File: src/rstp_pkg.sv
// ----------------------------------------------------------------------------
// rstp_pkg
// Shared types and constants of the record slot table placement core.
// ----------------------------------------------------------------------------
package rstp_pkg;

    localparam int OP_W    = 2;
    localparam int KEY_W   = 32;
    localparam int STAMP_W = 32;
    localparam int IDX_W   = 6;

    localparam logic [STAMP_W-1:0] STAMP_MAX = 32'hFFFF_FFFF;

    typedef enum logic [OP_W-1:0] {
        OP_FIND  = 2'd0,
        OP_STORE = 2'd1,
        OP_CLEAR = 2'd2,
        OP_NONE  = 2'd3
    } t_op;

    typedef enum logic [4:0] {
        S_INIT  = 5'b00001,
        S_IDLE  = 5'b00010,
        S_SCAN  = 5'b00100,
        S_CLEAR = 5'b01000,
        S_DONE  = 5'b10000
    } t_state;

endpackage

File: src/record_slot_table_placement_core.sv
// ----------------------------------------------------------------------------
// record_slot_table_placement_core
// Slot table with find, store (into the matching slot, else an empty one, else oldest-stamp replacement) and clear.
// ----------------------------------------------------------------------------
// input channel: i_valid / o_stall carry op and lookup_key; a transfer happens
// when i_valid is high and o_stall is low. output channel: o_valid / i_stall
// carry hit, slot_index, stamp and evicted, one result per input item.
// the slots live in one synchronous memory with a registered read. find and
// store walk every slot, one read per cycle, then resolve in the done state,
// and a new item is taken only once the last one has left the done state.
// clear writes every slot entry to zero, one slot per cycle. unused op codes
// answer with an all-zero result. after reset the block sweeps every slot of
// the memory to empty the table and holds o_stall high meanwhile.
// the result sits in an output register; the next item is taken while it
// waits. while i_stall is high the result holds, and a finished item waits
// in its last cycle until the output register is free.
// ----------------------------------------------------------------------------
module record_slot_table_placement_core #(
    parameter int SLOTS    = 64,
    parameter int KEY_BITS = 32
) (
    input  logic                              i_clk,
    input  logic                              i_rst_n,
    input  logic                              i_valid,
    output logic                              o_stall,
    input  logic [rstp_pkg::OP_W-1:0]         i_op,
    input  logic [rstp_pkg::KEY_W-1:0]        i_lookup_key,
    output logic                              o_valid,
    input  logic                              i_stall,
    output logic                              o_hit,
    output logic [rstp_pkg::IDX_W-1:0]        o_slot_index,
    output logic [rstp_pkg::STAMP_W-1:0]      o_stamp,
    output logic                              o_evicted
);

    localparam int IW   = $clog2(SLOTS);
    localparam int KW   = (KEY_BITS < rstp_pkg::KEY_W) ? KEY_BITS : rstp_pkg::KEY_W;
    localparam int SW   = rstp_pkg::STAMP_W;
    localparam int EW   = 1 + KW + SW;
    localparam logic [IW-1:0] LAST = IW'(SLOTS - 1);

    logic [EW-1:0] mem [SLOTS];
    logic [EW-1:0] r_rd_data;

    rstp_pkg::t_state r_state, n_state;
    rstp_pkg::t_op    r_op, n_op;
    logic [KW-1:0]    r_key, n_key;
    logic [IW-1:0]    r_cnt, n_cnt;
    logic             r_issue, n_issue;
    logic             r_pvld, n_pvld;
    logic [IW-1:0]    r_pidx, n_pidx;

    logic             r_found, n_found;
    logic [IW-1:0]    r_first_slot, n_first_slot;
    logic [SW-1:0]    r_first_stamp, n_first_stamp;
    logic             r_match, n_match;
    logic [IW-1:0]    r_match_slot, n_match_slot;
    logic             r_empty, n_empty;
    logic [IW-1:0]    r_vacant_slot, n_vacant_slot;
    logic [SW-1:0]    r_oldest, n_oldest;
    logic [IW-1:0]    r_aged_slot, n_aged_slot;
    logic [SW-1:0]    r_largest, n_largest;

    logic             r_ovld, n_ovld;
    logic             r_hit, n_hit;
    logic [rstp_pkg::IDX_W-1:0] r_idx, n_idx;
    logic [SW-1:0]    r_stamp, n_stamp;
    logic             r_evicted, n_evicted;

    logic             e_valid;
    logic [KW-1:0]    e_key;
    logic [SW-1:0]    e_stamp;
    logic             w_en;
    logic [IW-1:0]    w_addr;
    logic [EW-1:0]    w_data;
    logic             rd_en;
    logic             accept;
    logic             out_free;
    logic [IW-1:0]    target;
    logic [SW-1:0]    new_stamp;

    assign e_valid  = r_rd_data[EW-1];
    assign e_key    = r_rd_data[SW +: KW];
    assign e_stamp  = r_rd_data[SW-1:0];
    assign accept   = i_valid && !o_stall;
    assign out_free = !r_ovld || !i_stall;
    assign rd_en    = (r_state == rstp_pkg::S_SCAN) && r_issue;
    assign target   = r_match ? r_match_slot : (r_empty ? r_vacant_slot : r_aged_slot);
    assign new_stamp = r_largest + SW'(1);

    always_ff @(posedge i_clk) begin
        if (w_en) begin
            mem[w_addr] <= w_data;
        end
        if (rd_en) begin
            r_rd_data <= mem[r_cnt];
        end
    end

    always_comb begin
        n_state       = r_state;
        n_op          = r_op;
        n_key         = r_key;
        n_cnt         = r_cnt;
        n_issue       = r_issue;
        n_pvld        = rd_en;
        n_pidx        = r_cnt;
        n_found       = r_found;
        n_first_slot  = r_first_slot;
        n_first_stamp = r_first_stamp;
        n_match       = r_match;
        n_match_slot  = r_match_slot;
        n_empty       = r_empty;
        n_vacant_slot = r_vacant_slot;
        n_oldest      = r_oldest;
        n_aged_slot   = r_aged_slot;
        n_largest     = r_largest;
        n_ovld        = r_ovld && i_stall;
        n_hit         = r_hit;
        n_idx         = r_idx;
        n_stamp       = r_stamp;
        n_evicted     = r_evicted;
        w_en          = 1'b0;
        w_addr        = r_cnt;
        w_data        = '0;

        case (r_state)
            rstp_pkg::S_INIT, rstp_pkg::S_CLEAR: begin
                w_en  = 1'b1;
                n_cnt = r_cnt + IW'(1);
                if (r_cnt == LAST) begin
                    n_cnt   = '0;
                    n_state = (r_state == rstp_pkg::S_INIT) ? rstp_pkg::S_IDLE
                                                              : rstp_pkg::S_DONE;
                end
            end
            rstp_pkg::S_IDLE: begin
                if (accept) begin
                    n_op          = rstp_pkg::t_op'(i_op);
                    n_key         = i_lookup_key[KW-1:0];
                    n_cnt         = '0;
                    n_issue       = 1'b1;
                    n_found       = 1'b0;
                    n_first_slot  = '0;
                    n_first_stamp = '0;
                    n_match       = 1'b0;
                    n_match_slot  = '0;
                    n_empty       = 1'b0;
                    n_vacant_slot = '0;
                    n_oldest      = rstp_pkg::STAMP_MAX;
                    n_aged_slot   = '0;
                    n_largest     = '0;
                    case (rstp_pkg::t_op'(i_op))
                        rstp_pkg::OP_FIND, rstp_pkg::OP_STORE: n_state = rstp_pkg::S_SCAN;
                        rstp_pkg::OP_CLEAR: n_state = rstp_pkg::S_CLEAR;
                        default: n_state = rstp_pkg::S_DONE;
                    endcase
                end
            end
            rstp_pkg::S_SCAN: begin
                if (r_issue) begin
                    n_cnt = r_cnt + IW'(1);
                    if (r_cnt == LAST) begin
                        n_issue = 1'b0;
                        n_cnt   = '0;
                    end
                end
                if (r_pvld) begin
                    if (e_valid) begin
                        if (e_stamp > r_largest) begin
                            n_largest = e_stamp;
                        end
                        if (e_stamp < r_oldest) begin
                            n_oldest    = e_stamp;
                            n_aged_slot = r_pidx;
                        end
                        if (e_key == r_key) begin
                            n_match      = 1'b1;
                            n_match_slot = r_pidx;
                            if (!r_found) begin
                                n_found       = 1'b1;
                                n_first_slot  = r_pidx;
                                n_first_stamp = e_stamp;
                            end
                        end
                    end else if (!r_empty) begin
                        n_empty       = 1'b1;
                        n_vacant_slot = r_pidx;
                    end
                    if (r_pidx == LAST) begin
                        n_state = rstp_pkg::S_DONE;
                    end
                end
            end
            rstp_pkg::S_DONE: begin
                if (out_free) begin
                    n_ovld    = 1'b1;
                    n_hit     = 1'b0;
                    n_idx     = '0;
                    n_stamp   = '0;
                    n_evicted = 1'b0;
                    n_state   = rstp_pkg::S_IDLE;
                    case (r_op)
                        rstp_pkg::OP_FIND: begin
                            n_hit   = r_found;
                            n_idx   = rstp_pkg::IDX_W'(16'(r_first_slot));
                            n_stamp = r_first_stamp;
                        end
                        rstp_pkg::OP_STORE: begin
                            w_en      = 1'b1;
                            w_addr    = target;
                            w_data    = {1'b1, r_key, new_stamp};
                            n_hit     = r_match;
                            n_idx     = rstp_pkg::IDX_W'(16'(target));
                            n_stamp   = new_stamp;
                            n_evicted = !r_match && !r_empty;
                        end
                        default: begin
                            n_hit = 1'b0;
                        end
                    endcase
                end
            end
            default: begin
                n_state = rstp_pkg::S_IDLE;
            end
        endcase
    end

    always_ff @(posedge i_clk) begin
        if (!i_rst_n) begin
            r_state <= rstp_pkg::S_INIT;
            r_cnt   <= '0;
            r_issue <= 1'b0;
            r_pvld  <= 1'b0;
            r_ovld  <= 1'b0;
        end else begin
            r_state <= n_state;
            r_cnt   <= n_cnt;
            r_issue <= n_issue;
            r_pvld  <= n_pvld;
            r_ovld  <= n_ovld;
        end
        r_op          <= n_op;
        r_key         <= n_key;
        r_pidx        <= n_pidx;
        r_found       <= n_found;
        r_first_slot  <= n_first_slot;
        r_first_stamp <= n_first_stamp;
        r_match       <= n_match;
        r_match_slot  <= n_match_slot;
        r_empty       <= n_empty;
        r_vacant_slot <= n_vacant_slot;
        r_oldest      <= n_oldest;
        r_aged_slot   <= n_aged_slot;
        r_largest     <= n_largest;
        r_hit         <= n_hit;
        r_idx         <= n_idx;
        r_stamp       <= n_stamp;
        r_evicted     <= n_evicted;
    end

    assign o_stall      = (r_state != rstp_pkg::S_IDLE);
    assign o_valid      = r_ovld;
    assign o_hit        = r_hit;
    assign o_slot_index = r_idx;
    assign o_stamp      = r_stamp;
    assign o_evicted    = r_evicted;

    a_accept_leaves_idle: assert property (@(posedge i_clk) disable iff (!i_rst_n)
        accept |=> (r_state != rstp_pkg::S_IDLE))
        else $error("accepted transfer left the core idle");

    a_done_loads_output: assert property (@(posedge i_clk) disable iff (!i_rst_n)
        ((r_state == rstp_pkg::S_DONE) && out_free) |=> o_valid)
        else $error("finished item did not reach the output register");

    a_hit_not_evicted: assert property (@(posedge i_clk) disable iff (!i_rst_n)
        o_valid |-> !(o_hit && o_evicted))
        else $error("result marks both hit and eviction");

    a_read_only_in_scan: assert property (@(posedge i_clk) disable iff (!i_rst_n)
        r_pvld |-> (r_state == rstp_pkg::S_SCAN))
        else $error("read data returned outside the scan");

    a_no_write_during_scan: assert property (@(posedge i_clk) disable iff (!i_rst_n)
        (r_state == rstp_pkg::S_SCAN) |-> !w_en)
        else $error("memory written during the scan");

endmodule
File: config.mk
export PLATFORM = sky130hd
export DESIGN_NAME = record_slot_table_placement_core
export DESIGN_NICKNAME = d
export VERILOG_FILES = /design/src/rstp_pkg.sv /design/src/record_slot_table_placement_core.sv
export SDC_FILE = /design/constraint.sdc
export NUM_CORES = 2
export LEC_CHECK = 0
export ABC_AREA = 1
export BUFFER_PORTS_ARGS = -buffer_cell sky130_fd_sc_hd__buf_4
export CORE_MARGIN = 2
export CORE_UTILIZATION = 45
export CTS_CLUSTER_SIZE = 10
export DETAILED_ROUTE_END_ITERATION = 10
export PLACE_DENSITY = 0.6
export SLEW_MARGIN = 20
export SYNTH_ARGS = -nofsm -noshare
export SYNTH_HDL_FRONTEND = slang
export SYNTH_MEMORY_MAX_BITS = 65536
export SYNTH_SLANG_ARGS = --single-unit
File: constraint.sdc
create_clock -name i_clk -period 5.4 [get_ports i_clk]
set_input_delay 0.81 -clock i_clk [delete_from_list [all_inputs] [get_ports i_clk]]
set_output_delay 0.81 -clock i_clk [all_outputs]
set_load 0.01 [all_outputs]
Yosys cells after proc, flatten, opt, wreduce, memory -nomap -nowiden
Memories as Yosys holds them, arrays and structs flattened. A register that Yosys moved wholly into a read port is not among the register bits.
Index checks and enable logic that the tools add are counted.
- memory bits (read-only): 0
- bits in writable memories: 4160
- output and inout bits: 42
- flip-flop bits (word level): 216
- latch bits: 0
- memories: 1
- multiply operators: 0
- bitwise gates (word level): 0
- shift operators: 0
- muxes and demuxes: 73
- $add $sub $neg: 2
- reductions and logical operators: 28
- order comparisons: 2
- equal/unequal tests: 25
- divide/modulo/power cells: 0
- memory list (memory ; depth ; width ; read ports ; clocked after Yosys merged registers in ; wr ports ; RTL line ; source):
    mem ; 64 ; 65 ; 1 ; 1 ; 1 ; record_slot_table_placement_core.sv:42 ; logic [EW-1:0] mem [SLOTS];
- operator list (operator ; count):
    32-bit 2-to-1 mux ; 12
    32-bit one-hot mux with 2 select lines ; 4
    65-bit 2-to-1 mux ; 3
    6-bit 2-to-1 mux ; 21
    6-bit one-hot mux with 2 select lines ; 5
    32-bit by 1-bit adder with 32-bit output (second input constant) ; 1
    32-bit == test ; 1
    32-bit > comparator ; 1
    32-bit less-than comparator ; 1
    5-bit 2-to-1 mux ; 6
    5-bit AND reduction ; 5
    5-bit one-hot mux with 4 select lines ; 1
    2-bit != test (second input constant) ; 9
    6-bit one-hot mux with 3 select lines ; 1
    1-bit 2-to-1 mux ; 15
    6-bit == test (second input constant) ; 2
    5-bit one-hot mux with 2 select lines ; 1
    2-bit by 1-bit != test with 1-bit output (second input constant) ; 4
    1-bit one-hot mux with 2 select lines ; 4
    6-bit by 1-bit adder with 6-bit output (second input constant) ; 1
    2-bit AND reduction ; 3
    6-bit AND reduction ; 1
    2-bit OR reduction ; 3
    5-bit by 1-bit == test with 1-bit output (second input constant) ; 1
    15 further kinds ; 24

Logic depth before layout (Yosys ltp)
- word-level depth: 6
- gate-level depth with buffers: 16
- mapped depth without buffers: 15

Worst setup path after synthesis
Ideal clock, no wire load.
- path type: input port to flip-flop
- from: in i_stall
- to: mem mem[17][0] (netlist bit), enable pin
- library setup time: 0.489 ns
- stages: 10
- data required time: 4.911 ns
- arrival time: 4.739 ns
- buffers on the path: 1
- setup slack: 0.172 ns
- path through: nand2_1 > nand2_2 > nor2_8 > buf_6 > nand2_1 > o21ai_2 > inv_1 > nor2_1 > nand2_2 > nor2_1
- longest elaborated chain between the ends: 6
- RTL lines (what ; RTL line ; source):
    start: declaration ; record_slot_table_placement_core.sv:29 ; input logic i_stall,
    1-bit zero test * ; record_slot_table_placement_core.sv:86 ; assign out_free = !r_ovld || !i_stall;
    1-bit logical OR * ; record_slot_table_placement_core.sv:86 ;
    1-bit 2-to-1 mux ; record_slot_table_placement_core.sv:196 ; if (out_free) begin
    1-bit one-hot mux with 2 select lines ; record_slot_table_placement_core.sv:127 ; case (r_state)
    1-bit 2-to-1 mux ; record_slot_table_placement_core.sv:92 ; if (w_en) begin
    1-bit 2-to-1 mux (implied by the code) ; record_slot_table_placement_core.sv:93 ; mem[w_addr] <= w_data;
    end: declaration ; record_slot_table_placement_core.sv:42 ;
Every way passes the cells marked *; elsewhere a longest branch is shown, timed or not.

Worst setup path in the final report
- from: reg r_empty
- to: mem mem[15][48] (netlist bit), enable pin
- longest elaborated chain between the ends: 5
- RTL lines (what ; RTL line ; source):
    start: declaration ; record_slot_table_placement_core.sv:58 ; logic r_empty, n_empty;
    start signal: assignment ; record_slot_table_placement_core.sv:252 ; r_empty <= n_empty;
    6-bit 2-to-1 mux (2 in a row) ; record_slot_table_placement_core.sv:88 ; assign target = r_match ? r_match_slot : (r_empty ? r_vacant_slot : r_aged_slot);
    6-bit 2-to-1 mux ; record_slot_table_placement_core.sv:203 ; case (r_op)
    6-bit 2-to-1 mux ; record_slot_table_placement_core.sv:196 ;
    6-bit 2-to-1 mux ; record_slot_table_placement_core.sv:127 ;
No other way between the ends.

==> impl_results.html <==
<table>
<tr><th>Metric</th><th>Value</th></tr>
<tr><th colspan="2">Power</th></tr>
<tr><td>Pwr Density</td><td>460 nW/um2</td></tr>
<tr><td>Leak</td><td>0.0665 uW</td></tr>
<tr><td>Max IR drop VDD</td><td>0.478 mV</td></tr>
<tr><th colspan="2">Global routing</th></tr>
<tr><td>Vias in the first global route</td><td>107911</td></tr>
<tr><td>Initial antenna violation count</td><td>19</td></tr>
<tr><td>Largest net degree at the start of global routing</td><td>188</td></tr>
<tr><td>Global-route wire length before repair</td><td>770 mm</td></tr>
<tr><td>Total global routing track utilization</td><td>0.263</td></tr>
<tr><td>Residual overflow from global routing</td><td>0</td></tr>
<tr><th colspan="2">Logic synthesis</th></tr>
<tr><td>Post-synthesis area per instance</td><td>12.8 um2</td></tr>
<tr><td>Unique masters post-synth</td><td>39</td></tr>
<tr><td>Post-synthesis instance total</td><td>13815</td></tr>
<tr><td>Cell types with the largest area share after synthesis</td><td>sky130_fd_sc_hd__edfxtp_1, sky130_fd_sc_hd__o21ai_0, sky130_fd_sc_hd__nor2_1</td></tr>
<tr><td>Fraction of post-synthesis cell area in the top cell type by area</td><td>0.751</td></tr>
<tr><td>Net count after synthesis</td><td>13918</td></tr>
<tr><td>Portion of the post-synthesis area used by sequential elements</td><td>0.753</td></tr>
<tr><td>Cell accounting for the most synthesized area</td><td>sky130_fd_sc_hd__edfxtp_1</td></tr>
<tr><td>Number of flip-flops and latches in the synthesized netlist</td><td>4441</td></tr>
<tr><td>Warnings, synthesis</td><td>0</td></tr>
<tr><td>Post-synthesis instance area</td><td>177000 um2</td></tr>
<tr><th colspan="2">Job</th></tr>
<tr><td>Maxcap violations</td><td>0</td></tr>
<tr><th colspan="2">Routing</th></tr>
<tr><td>DR vias</td><td>115334</td></tr>
<tr><td>First-pass iteration count of the detailed router</td><td>6</td></tr>
<tr><td>Iteration-0 DRC count of the detailed router</td><td>14933</td></tr>
<tr><td>Final ANT Viol Nets</td><td>0</td></tr>
<tr><td>Avg WL per Cell</td><td>27.9 um</td></tr>
<tr><td>Drt drc</td><td>0</td></tr>
<tr><td>Detailed Route WL</td><td>535 mm</td></tr>
<tr><td>Mean number of vias per cell</td><td>6.01</td></tr>
<tr><th colspan="2">Clocking</th></tr>
<tr><td>Root cell of the clock tree</td><td>sky130_fd_sc_hd__clkbuf_16</td></tr>
<tr><td>Inserted Clock Buffers</td><td>520</td></tr>
<tr><td>TritonCTS clock tree</td><td>yes</td></tr>
<tr><td>Later-pin clock latency in the skew report</td><td>1.04 ns</td></tr>
<tr><td>Worst-path clk slew</td><td>0.06 ns</td></tr>
<tr><td>Post-CTS Setup Repair Bufs</td><td>0</td></tr>
<tr><td>Deepest level of the CTS H-tree</td><td>6</td></tr>
<tr><td>CTS Buffer Depth</td><td>4</td></tr>
<tr><td>Total clock sinks</td><td>4441</td></tr>
<tr><th colspan="2">Worst setup path</th></tr>
<tr><td>Chain of cells forming the critical path</td><td>inv_1 &gt; nand2_1 &gt; a21oi_1 &gt; nand2_1 &gt; o21ai_2 &gt; nand2_1 &gt; inv_1 &gt; nand3_1 &gt; nor2_4 &gt; buf_4</td></tr>
<tr><td>CP startpoint</td><td>r_empty</td></tr>
<tr><td>Critical-path top delay cell</td><td>sky130_fd_sc_hd__nor2_4</td></tr>
<tr><td>Data required time at the worst endpoint</td><td>6.10 ns</td></tr>
<tr><td>Data arrival, critical path</td><td>5.03 ns</td></tr>
<tr><td>Cell mode on critical path</td><td>sky130_fd_sc_hd__nand2_1</td></tr>
<tr><td>RR Startpoint</td><td>r_empty</td></tr>
<tr><td>Largest stage delay, worst path</td><td>1.08 ns</td></tr>
<tr><td>Crit-path max FO</td><td>15</td></tr>
<tr><td>Startpoint kind of the worst setup timing path</td><td>register</td></tr>
<tr><td>Critical setup path kind</td><td>register to register</td></tr>
<tr><td>Endpoint kind of the worst setup timing path</td><td>register</td></tr>
<tr><th colspan="2">STA</th></tr>
<tr><td>Clock skew after layout</td><td>0.0451 ns</td></tr>
<tr><td>Hold Violations, Final</td><td>0</td></tr>
<tr><td>Minimum period implied by the final worst setup slack</td><td>4.33 ns</td></tr>
<tr><td>Final setup violation count</td><td>0</td></tr>
<tr><td>Worst-margin pin slew</td><td>1.15 ns</td></tr>
<tr><td>Setup total negative slack</td><td>0 ns</td></tr>
<tr><td>Portion of the clock cycle consumed by the worst path in the final layout</td><td>0.802</td></tr>
<tr><td>Maximum frequency from static timing analysis</td><td>231 MHz</td></tr>
<tr><td>Normalized max-slew margin</td><td>0.232</td></tr>
<tr><td>RSZ-0062 raised after global routing</td><td>false</td></tr>
<tr><td>Worst path setup slack after routing</td><td>1.07 ns</td></tr>
<tr><td>Pins Over Slew Limit</td><td>0</td></tr>
<tr><th colspan="2">Final layout</th></tr>
<tr><td>Post-Layout Inst Area</td><td>199000 um2</td></tr>
<tr><td>Ratio of cells with drive above 1 in the final layout</td><td>0.0832</td></tr>
<tr><td>Utilization after layout</td><td>0.509</td></tr>
<tr><td>Signed area change from the synthesized netlist to the final layout</td><td>12.7%</td></tr>
<tr><td>Post-layout instance count excluding filler cells</td><td>19175</td></tr>
<tr><td>Final Net Count</td><td>13942</td></tr>
<tr><th colspan="2">Floorplan</th></tr>
<tr><td>Row count</td><td>230</td></tr>
<tr><td>Core footprint</td><td>392000 um2</td></tr>
<tr><td>Die area</td><td>398000 um2</td></tr>
<tr><td>Horizontal die dimension</td><td>631 um</td></tr>
<tr><td># IOs</td><td>80</td></tr>
<tr><td>Die Height</td><td>631 um</td></tr>
<tr><td>Initial standard-cell utilization of the core</td><td>0.451</td></tr>
<tr><th colspan="2">Placed design</th></tr>
<tr><td>Worst slack after detailed placement</td><td>0.959 ns</td></tr>
<tr><td>Detailed-placement wirelength estimate</td><td>277 mm</td></tr>
<tr><td>Final weighted congestion of routability-driven global placement</td><td>0.854</td></tr>
<tr><td>DP Area</td><td>185000 um2</td></tr>
<tr><td>Input/output buffers</td><td>79</td></tr>
<tr><td>Cell Count Post-Placement</td><td>18505</td></tr>
<tr><th colspan="2">Worst hold path</th></tr>
<tr><td>Worst hold path startpoint</td><td>i_lookup_key[13]</td></tr>
<tr><td>Tightest Hold Check Type</td><td>input pin to register</td></tr>
<tr><th colspan="2">Outcome</th></tr>
<tr><td>Status</td><td>completed</td></tr>
</table>
## what timing repair did
action | CTS | global route
hold endpoints to repair | 31 | 0
resized for setup | 0 | 0
hold buffers | 31 | 0
## power by group
group	leakage, uW	switching, uW	internal (uW)
combinational	0.0184	15800	5920
sequential	0.0412	313	38700
clock	0.00696	13200	17700
## final timing paths
check / slack (ns) / to / cells past startpoint
setup / recovery: 1.07 / mem[15][48] / 10
hold / removal: 0.06 / r_key[13] / 1
setup reg to reg: 1.07 / mem[15][48] / 10
hold reg to reg: 0.43 / r_pidx[5] / 0
## metal layers
metal	part of all wire	track usage
met1	0.41	0.380
met2	0.46	0.410
met3	0.098	0.0420
met4	0.031	0.0799
met5	0.000054	0
## logic make-up (layout without fill, tap and decap cells)
| group | Yosys count | in the layout | synth area share |
|---|---|---|---|
| compound gates | 3282 | 3282 | 0.105 |
| xor+xnor | 25 | 25 | 0.00124 |
| fa+ha+maj | 65 | 65 | 0.00460 |
| buf+inv | 1224 | 1360 | 0.0287 |
| flops | 4441 | 4441 | 0.753 |
| other cells | 0 | 4 | 0 |
| simple gates | 4778 | 4778 | 0.107 |
## cell usage after synthesis
cell	n
sky130_fd_sc_hd__o211ai_1	418
sky130_fd_sc_hd__inv_1	288
sky130_fd_sc_hd__a21o_1	1
sky130_fd_sc_hd__buf_2	239
sky130_fd_sc_hd__o21ai_1	148
sky130_fd_sc_hd__clkbuf_1	579
sky130_fd_sc_hd__nor2_2	4
sky130_fd_sc_hd__o221ai_1	103
sky130_fd_sc_hd__buf_6	17
sky130_fd_sc_hd__buf_4	15
sky130_fd_sc_hd__nand3_2	4
sky130_fd_sc_hd__nor3b_1	1
sky130_fd_sc_hd__nand3_1	700
sky130_fd_sc_hd__xnor2_1	20
sky130_fd_sc_hd__a22o_1	6
sky130_fd_sc_hd__nor4_1	3
sky130_fd_sc_hd__nand2_2	3
sky130_fd_sc_hd__nor2_1	2667
sky130_fd_sc_hd__inv_2	5
sky130_fd_sc_hd__a211oi_1	1
sky130_fd_sc_hd__or2_2	10
sky130_fd_sc_hd__buf_1	77
sky130_fd_sc_hd__o21a_1	4
sky130_fd_sc_hd__dfxtp_1	20
sky130_fd_sc_hd__nor2_8	1
sky130_fd_sc_hd__o41ai_1	1
sky130_fd_sc_hd__clkinv_1	3
sky130_fd_sc_hd__edfxtp_1	4421
sky130_fd_sc_hd__nand2_1	1338
sky130_fd_sc_hd__o21ai_2	6
sky130_fd_sc_hd__inv_4	1
sky130_fd_sc_hd__nand4_1	18
sky130_fd_sc_hd__ha_1	65
sky130_fd_sc_hd__a31oi_1	4
sky130_fd_sc_hd__o21ai_0	2010
sky130_fd_sc_hd__o22ai_1	489
sky130_fd_sc_hd__a21oi_1	91
sky130_fd_sc_hd__nor3_1	29
sky130_fd_sc_hd__xor2_1	5
## critical path: cells and delay by family, from the launching register on
family          cells  cell delay, ns
compound gates      2            0.55
buf+inv             3            0.75
simple gates        5            2.15
flops               1            0.52
## flip-flops by register name (all words and copies together) (netlist names), 32 cells and up
signal / flops
mem: 4160
r_rd_data: 65
o_stamp: 32
r_first_stamp: 32
r_key: 32
r_largest: 32
r_oldest: 32
## final cells by class
| cell class | instances | area (um2) |
|---|---|---|
| flip-flops and latches | 4441 | 133000 |
| well taps | 5220 | 6530 |
| clock inverters | 56 | 817 |
| multi-input cells | 8150 | 39600 |
| clock buffers | 578 | 13400 |
| repair buffers | 429 | 4520 |
| inverters | 297 | 1170 |
| diodes | 4 | 10.0 |
| fillers | 32965 | 192000 |
## stage by stage
step	hold WS, ns	power (uW)
CTS	0.00676	91900
finish	0.0555	91700
global placement	0.416	61000
detailed placement	0.419	61200
floorplan	0.326	54000
global route	0.0270	95600
## placed cells by master (no fill, tap or decap), types with 15 or more instances in the layout
master / instances
sky130_fd_sc_hd__nor2_1: 2533
sky130_fd_sc_hd__nor2_4: 132
sky130_fd_sc_hd__inv_6: 21
sky130_fd_sc_hd__o21ai_0: 2010
sky130_fd_sc_hd__dfxtp_1: 15
sky130_fd_sc_hd__clkinv_8: 22
sky130_fd_sc_hd__edfxtp_1: 4421
sky130_fd_sc_hd__a21oi_1: 91
sky130_fd_sc_hd__nand3_1: 700
sky130_fd_sc_hd__buf_12: 96
sky130_fd_sc_hd__inv_1: 284
sky130_fd_sc_hd__xnor2_1: 20
sky130_fd_sc_hd__nor3_1: 29
sky130_fd_sc_hd__nand4_1: 18
sky130_fd_sc_hd__o221ai_1: 103
sky130_fd_sc_hd__clkbuf_1: 47
sky130_fd_sc_hd__nand2_1: 1337
sky130_fd_sc_hd__dlygate4sd3_1: 31
sky130_fd_sc_hd__ha_1: 65
sky130_fd_sc_hd__buf_4: 301
sky130_fd_sc_hd__o22ai_1: 489
sky130_fd_sc_hd__o21ai_1: 148
sky130_fd_sc_hd__o211ai_1: 418
sky130_fd_sc_hd__clkbuf_16: 529
Power figures use the tool's default switching activity.
